**config.mk**
```make
export PLATFORM = sky130hd
export DESIGN_NAME = dtab_ctrl
export DESIGN_NICKNAME = d
export VERILOG_FILES = /design/src/hdl/dtab_pkg.sv /design/src/hdl/dtab_ctrl.sv
export SDC_FILE = /design/constraint.sdc
export NUM_CORES = 1
export LEC_CHECK = 0
export ABC_AREA = 1
export ABC_CLOCK_PERIOD_IN_PS = 1300
export BUFFER_PORTS_ARGS = -buffer_cell sky130_fd_sc_hd__clkbuf_2
export CAP_MARGIN = 10
export CORE_AREA = 2 2 39 41
export CTS_CLUSTER_DIAMETER = 40
export DETAILED_ROUTE_END_ITERATION = 16
export DIE_AREA = 0 0 41 43
export PLACE_DENSITY = 0.46
export SLEW_MARGIN = 5
export SYNTH_ARGS = -nofsm -noshare
export SYNTH_HDL_FRONTEND = slang
export SYNTH_SLANG_ARGS = --single-unit
```
**constraint.sdc**
```tcl
create_clock -name clk -period 1.3 [get_ports clk]
set_clock_uncertainty 0.1 [all_clocks]
set_input_delay 0.13 -clock clk [delete_from_list [all_inputs] [get_ports clk]]
set_output_delay 0.13 -clock clk [all_outputs]
set_load 0.02 [all_outputs]
```
**src/hdl/dtab_pkg.sv**
```systemverilog
// Shared constants and control types for the depth test and alpha blend block.
// Used by dtab_ctrl, dtab_datapath and depth_test_alpha_blend.
package dtab_pkg;

  localparam int MAX_WIDTH  = 512;
  localparam int MAX_HEIGHT = 512;
  localparam int PIXELS     = MAX_WIDTH * MAX_HEIGHT;
  localparam int ADDR_W     = $clog2(PIXELS);
  localparam int COUNT_W    = $clog2(PIXELS + 1);

  localparam int CFG_W   = 10;
  localparam int CIDX_W  = 1;
  localparam int COORD_W = 9;
  localparam int DEPTH_W = 24;
  localparam int CHAN_W  = 8;
  localparam int COLOR_W = 4 * CHAN_W;
  localparam int SUM_W   = 2 * CHAN_W;

  localparam logic [DEPTH_W-1:0] FAR_DEPTH = '1;

  localparam logic [CIDX_W-1:0] REG_FRAME_WIDTH  = 1'd0;
  localparam logic [CIDX_W-1:0] REG_FRAME_HEIGHT = 1'd1;

  localparam logic OP_FRAGMENT = 1'b0;
  localparam logic OP_CLEAR    = 1'b1;

  typedef struct packed {
    logic load_in;
    logic calc_addr;
    logic mem_rd;
    logic calc_blend;
    logic write_frag;
    logic clear_wr;
    logic load_out;
  } dtab_cmd_t;

  typedef struct packed {
    logic is_clear;
    logic out_of_frame;
    logic frame_empty;
    logic clear_last;
  } dtab_stat_t;

endpackage

```
**src/hdl/dtab_ctrl.sv**
```systemverilog
// Sequencer for the depth test and alpha blend block.
// Depends on dtab_pkg for the command and status structs.
module dtab_ctrl
  import dtab_pkg::*;
(
  input  logic       clk,
  input  logic       rst,
  input  logic       in_valid,
  output logic       in_ready,
  output logic       out_valid,
  input  logic       out_ready,
  input  dtab_stat_t stat,
  output dtab_cmd_t  cmd
);

  typedef enum logic [2:0] {
    S_IDLE,
    S_ADDR,
    S_READ,
    S_CMP,
    S_WRITE,
    S_CLEAR,
    S_FINISH
  } state_t;

  state_t state;
  logic   out_free;

  assign in_ready = (state == S_IDLE);
  assign out_free = !out_valid || out_ready;

  always_comb begin
    cmd            = '0;
    cmd.load_in    = (state == S_IDLE) && in_valid;
    cmd.calc_addr  = (state == S_ADDR);
    cmd.mem_rd     = (state == S_READ);
    cmd.calc_blend = (state == S_CMP);
    cmd.write_frag = (state == S_WRITE);
    cmd.clear_wr   = (state == S_CLEAR);
    cmd.load_out   = (state == S_FINISH) && out_free;
  end

  always_ff @(posedge clk) begin
    if (rst) begin
      state     <= S_IDLE;
      out_valid <= 1'b0;
    end else begin
      if (cmd.load_out) begin
        out_valid <= 1'b1;
      end else if (out_ready) begin
        out_valid <= 1'b0;
      end
      unique case (state)
        S_IDLE: begin
          if (in_valid) begin
            state <= S_ADDR;
          end
        end
        S_ADDR: begin
          if (stat.is_clear) begin
            state <= stat.frame_empty ? S_FINISH : S_CLEAR;
          end else if (stat.out_of_frame) begin
            state <= S_FINISH;
          end else begin
            state <= S_READ;
          end
        end
        S_READ:  state <= S_CMP;
        S_CMP:   state <= S_WRITE;
        S_WRITE: state <= S_FINISH;
        S_CLEAR: begin
          if (stat.clear_last) begin
            state <= S_FINISH;
          end
        end
        S_FINISH: begin
          if (out_free) begin
            state <= S_IDLE;
          end
        end
        default: state <= S_IDLE;
      endcase
    end
  end

endmodule

```
==> results of run 1 <==
kinds of logic after synthesis:
group	after synthesis	share of synthesized area, %
compound gates	2	3.20
buf+inv	10	14.4
flops	4	25.6
simple gates	36	56.8
through the flow:
step	std cells	instance area, um^2	hold slack (ps)
CTS	90	485	114
global placement	84	414	211
detailed placement	84	414	208
finish	90	523	119
global route	90	523	135
floorplan	52	318	102
critical path, cell delays in order, from the launching register on:
cell and delay (ps):
dfxtp_4 360, buf_4 140, nor3_2 150, buf_4 150
cell usage after synthesis:
cell	instances
o21ai_0	1
nor3_2	1
nand3_2	2
nand4_1	1
inv_1	7
buf_6	1
nand2_2	2
or2_2	2
inv_2	2
nor2_1	13
nor2_2	2
dfxtp_1	4
nand3_1	2
nor3_1	3
o21ai_1	1
nand2_1	8
metal layers:
layer  vias to the layer above  routed length (um)  global-route usage, %
met3                         0                  70                   3.14
met5                         -                   0                      0
li1                        204                   -                      -
met4                         0                   0                   8.00
met2                        14                 364                   15.0
met1                       156                 358                   12.3
final cells by class:
cell class,count,area [um^2]
flip-flops and latches,4,91.3
repair buffers,20,128
clock buffers,3,22.5
well taps,16,20.0
fillers,162,861
inverters,9,36.3
multi-input cells,38,225
worst max-delay path by stage:
stage                   from  endpoint  slack, ps  cells after the start
floorplan           state[1]    cmd[3]         30                      2
global route        state[2]    cmd[6]        -60                      4
finish              state[1]    cmd[6]         30                      3
CTS                 state[1]    cmd[3]        -10                      3
detailed placement  state[2]    cmd[6]        100                      4
global placement    state[2]    cmd[6]        110                      4
power breakdown:
| part | switching (mW) | leakage (nW) | total (mW) | internal (mW) |
|---|---|---|---|---|
| Clock | 0.0530 | 0.0138 | 0.156 | 0.103 |
| Sequential | 0.104 | 0.0348 | 0.296 | 0.192 |
| Combinational | 0.422 | 0.233 | 0.765 | 0.344 |
| Total | 0.579 | 0.281 | 1.22 | 0.639 |
state kept, by name, summed over array words and instances (netlist names):
register,count
out_valid,1
state,3
timing repair:
action	in CTS	in global routing
setup buffers	2	0
endpoints found under the setup margin	8	11
pin swaps	1	3
hold endpoints to repair	1	0
resized for setup	11	18
hold buffers	1	0
==> key figures, run 1 <==
Timing
  – Worst-margin pin slew: ~180 ps
  – Relative slew slack: 88.2%
  – Final-report hold violation count: 0
  – Final Max Slew Viols: 0
  – Minimum clock period: 1270 ps
  – Max Clk Rate: slightly below 800 MHz
  – Endpoints failing setup: 0
  – Unrepaired setup endpoints after global routing: yes
  – Fin crit share: a little over nine tenths
  – Setup_tns: 0 ps
  – Setup ws final: 25.4 ps

Cells and area
  – Fin nets: 84
  – Fin util: about 38%
  – Diodes inserted: 0
  – Layout cells sized above 1: a little under three fifths
  – Commonest non-fill, non-tap cell in the layout: nor2_1
  – Most frequent cells in the layout: nor2_1, buf_4, clkbuf_2
  – Area grow syn2layout: 67.2%

Run status
  – Status: complete, no violations

Critical path
  – Critical Path RT: ~1100 ps
  – Reg-to-reg setup timing slack: approximately 70 ps
  – End of the worst register-to-register path: state[1]
  – Critical path capture point type: output port
  – Max FO, Critical Path: 5
  – Crit start category: flop
  – Setup Crit Path Kind: reg2out
  – R2R cell count: 8
  – Worst reg2reg path startpoint: state[2]
  – Worst Path Arrival: 1040 ps

Clocking
  – H-tree depth: 1
  – Root buffer cell: clkbuf_4
  – Clk sink count: 4
  – Maximum clock path buffer count: 2
  – Skew-Pair Late Insertion Delay: around 240 ps
  – Worst-path clk slew: approximately 40 ps
  – CTS buffer count: 3
  – CTS tree: yes

Logic synthesis
  – Mean post-synth cell area: roughly 6.0 um^2
  – Top-area cell type share of the netlist area: 25.6%
  – Net Count, Synth: 60
  – Synth Warn #: 0
  – Synth area leader: dfxtp_1
  – Unique masters post-synth: 16
  – Post-Syn Area: about 310 um^2
  – Post-synthesis sequential area ratio: about a quarter
  – Mapped Cells: 52
  – Top cells by area, synth: dfxtp_1, nor2_1, nand2_1
  – Yosys reg bits: 4

Min path
  – Hold Crit Class: in2reg
  – Hold path cells: 4
  – Hold_sp: out_ready
  – WHS Endpoint: out_valid

Route
  – Total number of vias: about 370
  – Vias per Instance: a little over 4
  – DRT Pass-1 Iters: 2
  – Post-route ant nets: 0
  – DR WL/cell: between 8 and 9 um
  – Initial DRC count: 1
  – Residual DRC: 0
  – Total wire length: 793 um

Place
  – Dpl ws: approximately 96 ps
  – Post-DP HPWL: between 500 and 600 um
  – # port buffers: 16
  – Final GP Congestion: between 0.7 and 0.8

Floorplan
  – Chip width: between 40 and 50 um
  – Total I/O pin count: 17
  – Core Rows: 14
  – Starting density of the core: 22.6%
  – Die height: 43 um
  – CORE AREA: about 1400 um^2
  – Die area: 1760 um^2

GRT
  – All-Layer GR Usage: a little over a tenth
  – Initial antenna violation count: 0
  – Largest net degree at the start of global routing: 9
  – First-pass GRT wire length: approximately 1.2 mm
  – Vias in the first global route: 319
  – GRT Residual Overflow: 0

Power
  – Max VDD drop: around 0.83 mV
  – P per Cell Area: between 2000 and 2500 nW/um^2
  – Leak: roughly 0.28 nW
  – Tot Pwr: approximately 1.2 mW

Flow run
  – Max cap viols: 0
Note: power is estimated with default switching activity, not from simulation.
==> run 2, diff against run 1 <==
GPL_TIMING_DRIVEN = 0   (was unset)
==> key figures, run 2 (synthesis results as in run 1) <==
Run status
  – Failing checks: negative setup slack
  – Status: finished with violations

Critical path
  – CP cell instances: inv_2 > nand2_2 > nor2_1 > clkbuf_4
  – CP max-delay cell: dfxtp_4
  – Reg-to-reg setup timing slack: about 120 ps
  – Crit start category: flop
  – Setup Crit Path Kind: reg2out
  – R2R cell count: 5
  – Critical Path RT: 1070 ps
  – Worst Path Arrival: about 1100 ps
  – Max FO, Critical Path: 7
  – Worst reg2reg path startpoint: state[2]
  – Critical path capture point type: output port
  – End of the worst register-to-register path: state[0]
  – Crit-path max cell delay: between 300 and 400 ps

Route
  – Total wire length: approximately 790 um
  – Initial DRC count: 6
  – DRT Pass-1 Iters: 3
  – Vias per Instance: between 4 and 5
  – Total number of vias: between 300 and 400
  – Residual DRC: 0
  – DR WL/cell: about 8.9 um
  – Post-route ant nets: 0

Cells and area
  – Diodes inserted: 0
  – Biggest regs: state: 3 flops, out_valid: 1 flops
  – Final instance area: around 500 um^2
  – Commonest non-fill, non-tap cell in the layout: nor2_1
  – Layout cells sized above 1: around 54%
  – Fin util: 36.0%
  – Biggest register: state
  – Fin nets: between 80 and 90
  – Most frequent cells in the layout: nor2_1, clkbuf_2, nand2_1
  – Max FFs per register: 3
  – Area grow syn2layout: 59.2%
  – Fin cells: 88

Timing
  – Final Max Slew Viols: 0
  – Minimum clock period: 1310 ps
  – Relative slew slack: between 80 and 90%
  – Fin crit share: 101%
  – Final-report hold violation count: 0
  – Unrepaired setup endpoints after global routing: yes
  – Setup_tns: -17.4 ps
  – Worst-margin pin slew: between 150 and 200 ps
  – Endpoints failing setup: 2
  – Setup ws final: -12.5 ps
  – Max Clk Rate: approximately 760 MHz

Place
  – Cell Area, Placed: ~420 um^2
  – Final GP Congestion: 0.677
  – Dpl cells: 84
  – Post-DP HPWL: 598 um
  – # port buffers: 16

Min path
  – Hold path cells: 4
  – Hold_sp: out_ready
  – WHS Endpoint: out_valid
  – Hold Crit Class: in2reg

GRT
  – Largest net degree at the start of global routing: 9
  – All-Layer GR Usage: about 10%
  – Vias in the first global route: ~300
  – GRT Residual Overflow: 0
  – First-pass GRT wire length: roughly 1.2 mm
  – Initial antenna violation count: 0

Floorplan
  – Starting density of the core: a little under a quarter
  – Total I/O pin count: 17
  – Core Rows: 14
  – Die height: about 43 um
  – Chip width: about 40 um
  – Die area: approximately 1800 um^2
  – CORE AREA: about 1400 um^2

Power
  – Max VDD drop: slightly below 0.7 mV
  – Leak: ~0.27 nW
  – Tot Pwr: between 1 and 1.5 mW
  – P per Cell Area: 2270 nW/um^2

Clocking
  – Postcts setup bufs: 0
  – Worst-path clk slew: ~40 ps
  – H-tree depth: 1
  – Maximum clock path buffer count: 2
  – Clk sink count: 4
  – CTS tree: yes
  – Root buffer cell: clkbuf_4
  – CTS buffer count: 3
  – Skew-Pair Late Insertion Delay: ~230 ps

Flow run
  – Max cap viols: 0
[run 2: cell type report]
cell class,count,area (um^2)
plain buffers,1,11.3
clock buffers,3,22.5
fillers,158,886
inverters,9,36.3
multi-input cells,38,213
flip-flops and latches,4,87.6
well taps,16,20.0
repair buffers,17,108
[run 2: where the power goes]
part           total, mW  internal [mW]  leakage (nW)  switching (mW)
Combinational      0.721          0.295         0.226           0.426
Sequential         0.258          0.183        0.0342          0.0753
Clock              0.153          0.103        0.0138          0.0502
Total               1.13          0.581         0.274           0.551
[run 2: routing by layer]
| layer | vias up | GRT usage, % | part of all wire [%] |
|---|---|---|---|
| met5 | - | 0 | 0 |
| met4 | 0 | 8.00 | 1.4 |
| met3 | 2 | 4.71 | 9.4 |
| met2 | 16 | 15.3 | 47 |
| met1 | 155 | 10.6 | 42 |
| li1 | 201 | - | - |
[run 2: worst max path at each step]
stage                     startpoint  endpoint
after global placement      state[1]  state[1]
after CTS                   state[2]    cmd[6]
after detailed placement    state[2]    cmd[6]
final                       state[1]    cmd[1]
after floorplan             state[1]    cmd[3]
after global routing        state[2]    cmd[6]
[run 2: per-stage QoR]
stage                     hold slack, ps  worst slack (ps)
after floorplan                      102              32.4
after global placement               211              68.9
after detailed placement             207              79.1
after CTS                            125             -40.6
after global routing                 138             -98.2
final                                121             -12.5
[run 2: what timing repair did]
item,in CTS,in global routing
endpoints found under the hold margin,1,0
hold buffers,1,0
pin swaps,2,1
gates cloned,0,0
gates resized for setup,14,10
endpoints found under the setup margin,8,8
[run 2: critical path, delay by kind of cell, from the launching register on]
family                 cells  cell delay (ps)
buffers and inverters      2              290
flip-flops                 1              360
AND/OR/NAND/NOR            2              190
